===== src/hw/rtl/ple_pkg.sv =====
`timescale 1ns / 1ps
`default_nettype none
// ----------------------------------------------------------------------------
// ple_pkg: shared types and constants of the positional list engine
// Capacity, derived widths, opcode and status codes, and the command word
// that the control logic broadcasts to the row of list cells.
// ----------------------------------------------------------------------------
package ple_pkg;

  localparam int CAPACITY = 64;
  localparam int CNT_W    = $clog2(CAPACITY + 1);
  localparam int IDX_W    = (CAPACITY > 1) ? $clog2(CAPACITY) : 1;
  localparam int POS_W    = 7;
  localparam int CMP_W    = ((CNT_W > POS_W) ? CNT_W : POS_W) + 1;
  localparam int VAL_W    = 32;

  typedef enum logic [2:0] {
    OP_INS_HEAD = 3'd0,
    OP_INS_TAIL = 3'd1,
    OP_INS_POS  = 3'd2,
    OP_DEL_HEAD = 3'd3,
    OP_DEL_TAIL = 3'd4,
    OP_DEL_POS  = 3'd5,
    OP_SEARCH   = 3'd6,
    OP_SIZE     = 3'd7
  } op_t;

  typedef enum logic [1:0] {
    ST_OK     = 2'd0,
    ST_BADPOS = 2'd1,
    ST_EMPTY  = 2'd2,
    ST_FULL   = 2'd3
  } status_t;

  typedef enum logic [1:0] {
    CELL_HOLD   = 2'd0,
    CELL_INSERT = 2'd1,
    CELL_REMOVE = 2'd2,
    CELL_SEARCH = 2'd3
  } cell_op_t;

  // Command seen by every cell in the same cycle.
  typedef struct packed {
    cell_op_t                 op;
    logic [CNT_W-1:0]         key;
    logic [CNT_W-1:0]         count;
    logic signed [VAL_W-1:0]  value;
  } cell_cmd_t;

endpackage : ple_pkg
`default_nettype wire


===== src/hw/rtl/ple_cell.sv =====
`timescale 1ns / 1ps
`default_nettype none
// ----------------------------------------------------------------------------
// ple_cell: one list cell
// Holds one element and takes the value of its left or right neighbor when
// an insert or a remove shifts the list. Registers a match flag on search.
// ----------------------------------------------------------------------------
module ple_cell
  import ple_pkg::*;
(
  input  wire logic                     clk,
  input  wire cell_cmd_t                cmd,
  input  wire logic [IDX_W-1:0]         cell_index,
  input  wire logic signed [VAL_W-1:0]  left_value,
  input  wire logic signed [VAL_W-1:0]  right_value,
  output logic signed [VAL_W-1:0]       value,
  output logic                          match
);

  logic [CNT_W-1:0] my_index;

  assign my_index = CNT_W'(cell_index);

  always_ff @(posedge clk) begin
    case (cmd.op)
      CELL_INSERT: begin
        if (my_index > cmd.key) begin
          value <= left_value;
        end else if (my_index == cmd.key) begin
          value <= cmd.value;
        end
        match <= 1'b0;
      end
      CELL_REMOVE: begin
        if (my_index >= cmd.key) begin
          value <= right_value;
        end
        match <= 1'b0;
      end
      CELL_SEARCH: begin
        // Only cells that hold a live element may report a hit.
        match <= (value == cmd.value) && (my_index < cmd.count);
      end
      default: begin
      end
    endcase
  end

endmodule : ple_cell
`default_nettype wire


===== config.mk =====
export PLATFORM = sky130hd
export DESIGN_NAME = ple_cell
export DESIGN_NICKNAME = d
export VERILOG_FILES = /design/src/hw/rtl/ple_pkg.sv /design/src/hw/rtl/ple_cell.sv
export SDC_FILE = /design/constraint.sdc
export NUM_CORES = 1
export LEC_CHECK = 0
export ABC_CLOCK_PERIOD_IN_PS = 6230
export BUFFER_PORTS_ARGS = -buffer_cell sky130_fd_sc_hd__clkbuf_2
export CAP_MARGIN = 20
export CORE_UTILIZATION = 46
export CTS_CLUSTER_SIZE = 16
export DETAILED_ROUTE_END_ITERATION = 8
export MAX_ROUTING_LAYER = met4
export PLACE_DENSITY_LB_ADDON = 0.3
export SYNTH_ARGS = -nofsm -noshare
export SYNTH_HDL_FRONTEND = slang
export SYNTH_SLANG_ARGS = --single-unit

===== constraint.sdc =====
create_clock -name clk -period 6.23 [get_ports clk]
set_input_delay 1.246 -clock clk [delete_from_list [all_inputs] [get_ports clk]]
set_output_delay 1.246 -clock clk [all_outputs]
set_load 0.02 [all_outputs]

**Yosys cells after proc, flatten, opt, wreduce, memory -nomap -nowiden**

Cells that the tools add are included.

- Register bits after elaboration: 33
- Input bits: 119
- Output and inout port bits: 33
- Word-level logic and storage cells: 22

- Order comparisons: 3
- Eq/ne operators: 7
- Multiplexer cells: 5
- Reductions and logical operators: 5

Operators with widths:

| kind | number |
|---|---|
| 32-bit 2-to-1 mux | 3 |
| 32-bit one-hot mux with 2 select lines | 1 |
| 32-bit == test | 1 |
| 6-bit by 7-bit == test with 1-bit output | 1 |
| 6-bit by 7-bit greater-or-equal comparator with 1-bit output | 1 |
| 6-bit by 7-bit greater-than comparator with 1-bit output | 1 |
| 6-bit by 7-bit less-than comparator with 1-bit output | 1 |
| 2-bit == test (second input constant) | 2 |
| 2-bit nonzero test | 2 |
| 3-bit != test (second input constant) | 1 |
| 3-bit AND reduction | 1 |
| 2-bit by 1-bit == test with 1-bit output (second input constant) | 1 |
| 2-bit != test (second input constant) | 1 |
| 1-bit one-hot mux with 2 select lines | 1 |
| 2-bit OR reduction | 1 |
| 1-bit logical AND | 1 |

**Logic depth before layout (Yosys ltp)**

- Depth after elaboration: 4
- Depth in mapped cells: 7
- Gate-level depth less buffers: 6

**Worst setup path before layout**

No wires, ideal clock.

- Kind: in2reg
- From: in cmd[43] in the netlist's numbering
- To: reg value[0] (enable)
- Library setup time: 432 ps
- Arrival time: 3564 ps
- Data required time: 5798 ps
- Path slack: 2234 ps
- Stages on the path: 6
- Path buffers: 0
- Cell sequence: inv_1 -> ha_1 -> a211oi_2 -> nor3_2 -> nor2_1 -> a21oi_1

- Word-level cells in the longest chain between the ends: 3
- Elaborated cells on any way between the ends: 6
- Those cells by class: order compare: 2; eq/ne: 3; reduce/logical: 1

RTL lines:

| element | RTL line | source |
|---|---|---|
| start: declaration | ple_cell.sv:12 | `input wire cell_cmd_t cmd,` |
| 6-bit by 7-bit greater-than comparator with 1-bit output (tied with other cells) | ple_cell.sv:27 | `if (my_index > cmd.key) begin` |
| 3-bit != test (no line) or 2-bit != test (tied branches) | - |  |
| 3-bit AND reduction (no line) * | - |  |
| end signal: assignment | ple_cell.sv:28 | `value <= left_value;` |
| end signal: assignment | ple_cell.sv:30 | `value <= cmd.value;` |
| end signal: assignment | ple_cell.sv:36 | `value <= right_value;` |
| end: declaration | ple_cell.sv:16 | `output logic signed [VAL_W-1:0] value,` |

Every way passes the cells marked *; elsewhere a longest branch is shown, timed or not.
A chain may end at the register's enable or synchronous reset.

**Final worst setup path**

- From: in cmd[43] in the netlist's numbering
- To: reg value[19] (enable)

The elaborated chain is that of the path after synthesis.

==> summary.md <==
| Metric | Value |
|---|---|
| DR vias/cell | `5.170` |
| CTS max path bufs | `2` |
| Leak Pwr | `0.001534 uW` |
| Worst Tran Pin Value | `1.015 ns` |
| Hold Vio Cnt, Final | `0` |
| Htree depth | `2` |
| I/O Pins | `152` |
| Peak VDD IR | `0.1283 mV` |
| # diodes | `0` |
| Syn_nets | `328` |
| Max-slew violations | `0` |
| Final setup margin | `3.203 ns` |
| Synth top area cells | `edfxtp_1 42%, o221a_2 12%, xor2_1 11%, or2_2 8.7%, ha_1 5.8%` |
| Initial antenna violation count | `0` |
| Total Routing Usage GR | `23.20%` |
| First-pass GRT wire length | `8990 microns` |
| Critical path class | `input port to flop` |
| Antenna-violating nets left | `0` |
| Yosys top cell by area | `edfxtp_1` |
| Final setup vio count | `0` |
| Core Area | `0.004848 sq mm` |
| Synth warn | `0` |
| Initial DRC Count | `67` |
| Worst EP arrival | `2.93 ns` |
| Library cells used by synthesis | `32` |
| Clock-pin slew of the registers on the worst-case setup and hold paths | `0.06 ns` |
| Chip width | `73.89 microns` |
| Final worst-path cycle share | `48.59%` |
| Num Clock Sinks | `33` |
| Unrepaired setup endpoints after global routing | `false` |
| Final net count | `479` |
| Power Density | `187.9 mW/mm^2` |
| Initial core utilization | `49.03%` |
| Final WL | `5998 microns` |
| Worst hold path class | `flop to flop` |
| CTS root buffer | `clkbuf_8` |
| Setup TNS | `0 ns` |
| Fmax | `330.3 MHz` |
| Number of CTS-inserted buffers | `5` |
| Die area | `0.005460 sq mm` |
| Post-DR wirelength/cell | `14.38 microns` |
| Maximum number of pins on one net before global-route repair | `37` |
| Dpl hpwl | `4810 microns` |
| Area Overhead vs Synth | `37.00%` |
| Syn_area_per_cell | `12.01 sq um` |
| Relative slew margins | `32.19%` |
| Clk_lat worst skew | `0.28 ns` |
| Hold-fix buffer count after cts | `0` |
| Die Y | `73.89 microns` |
| Synth Register Bits | `33` |
| Num rows | `25` |
| Drt first pass iters | `4` |
| Post-CTS setup buffers | `0` |
| Vias in the first global route | `2003` |
| EDFF count, synth | `33` |
| CTS tree | `done` |
| Post-CTS Resized | `0` |
| Top cell type's share of synthesized area | `41.68%` |
| Primary FF master, synth | `edfxtp_1` |
| # port buffers | `151` |
| Final critical delay including setup and external delays | `3.027 ns` |
| Worst clock skew | `0.003539 ns` |
| Power, Total | `612.0 uW` |
| Total number of vias | `2156` |
| Critical Path Fanout Max | `32` |
| Mapped cell area | `0.002377 sq mm` |
| DRC violations left | `0` |
| Fillcell total | `388` |
| Ys async rst share | `0%` |
| Fraction of final layout cells sized beyond drive strength 1 | `64.86%` |
| Hold_ws | `0.8879 ns` |
| Outcome | `complete, no violations` |
| Gr ovfl total | `0` |
| Gp weighted congestion | `0.8730` |
| Worst EP required | `6.14 ns` |
| CP Capture Type | `flop` |
| Max-cap viol count | `0` |
| Post-Synthesis Cells | `198` |
| Crit start category | `input port` |
| Pre-CTS setup slack | `2.670 ns` |
| Register area share after synthesis | `41.68%` |
| Post-synth top cells | `33 x edfxtp_1, 33 x or2_2, 31 x xor2_1` |
metrics by stage:
step / utilization [%] / cells / instance area [sq um]
floorplan: - / 198 / 2377
finish: 67.17 / 417 / 3257
detailed placement: 65.16 / 408 / 3159
global route: 67.17 / 417 / 3257
global placement: 65.16 / 408 / 3159
CTS: 66.86 / 416 / 3242
worst paths after layout:
| check | start | to | slack [ns] | depth (start not counted) |
|---|---|---|---|---|
| setup / recovery | cmd[43] | value[19]$_DFFE_PP_ | 3.20 | 7 |
| hold / removal | value[15]$_DFFE_PP_ | match$_DFFE_PP_ | 0.89 | 4 |
| setup reg to reg | value[1]$_DFFE_PP_ | match$_DFFE_PP_ | 4.58 | 4 |
| hold reg to reg | value[15]$_DFFE_PP_ | match$_DFFE_PP_ | 0.89 | 4 |
power breakdown:
group | switching (uW) | leakage [uW] | internal [uW]
registers | 10.6 | 0.000312 | 268
clock network | 76.5 | 0.0000450 | 77.3
logic | 90.1 | 0.00118 | 89.5
total | 177 | 0.00153 | 435
flip-flops by register name, indices dropped and copies added, names as in the netlist:
name   cells
match      1
value     32
critical path, stage by stage:
cell and delay (ns):
clkbuf_2 0.08, inv_1 0.03, ha_1 0.34, a211oi_2 0.10, nor3_2 0.23, nor2_1 0.11, a21oi_4 0.78
final cells by class:
cell class | count | area [sq um] | share of cell area, %
Clock buffer | 6 | 72.57 | 2.228
Multi-Input combinational cell | 144 | 1272 | 39.07
Sequential cell | 33 | 991.0 | 30.43
Clock inverter | 2 | 10.01 | 0.3073
Tap cell | 67 | 83.83 | 2.574
Timing Repair Buffer | 154 | 785.8 | 24.13
Inverter | 11 | 41.29 | 1.268
logic make-up (layout without fill, tap and decap cells):
family / count (synthesis) / in the layout / share of synthesized area [%]
compound gates: 46 / 46 / 20.37
xor+xnor: 32 / 32 / 11.79
fa+ha+maj: 11 / 11 / 5.789
buf+inv: 21 / 173 / 5.263
flops: 33 / 33 / 41.68
simple gates: 55 / 55 / 15.11
layer usage:
layer  part of all wire [%]  GRT usage, %  vias up
met1                     40         26.20      992
met2                     52         39.55       86
met4                    1.5         8.333        0
met3                    6.8         6.036        8
met5                      0             -        -
li1                       -             -     1070
layout by cell type (no fill, tap or decap), types with 2 or more instances in the layout:
cell / synthesis / layout
a21oi_1: 3 / 2
clkbuf_2: 1 / 151
nand3_1: 2 / 2
nand2b_1: 3 / 3
o221a_1: 7 / 7
inv_1: 11 / 11
buf_4: 0 / 2
nor2_1: 3 / 3
edfxtp_1: 33 / 33
ha_1: 11 / 11
nor4_1: 7 / 7
clkinv_2: 0 / 2
o221a_2: 25 / 25
clkbuf_8: 0 / 5
xor2_1: 31 / 31
or2_2: 33 / 33
a21o_1: 3 / 3
No activity file was read; power rests on OpenSTA's default activity.
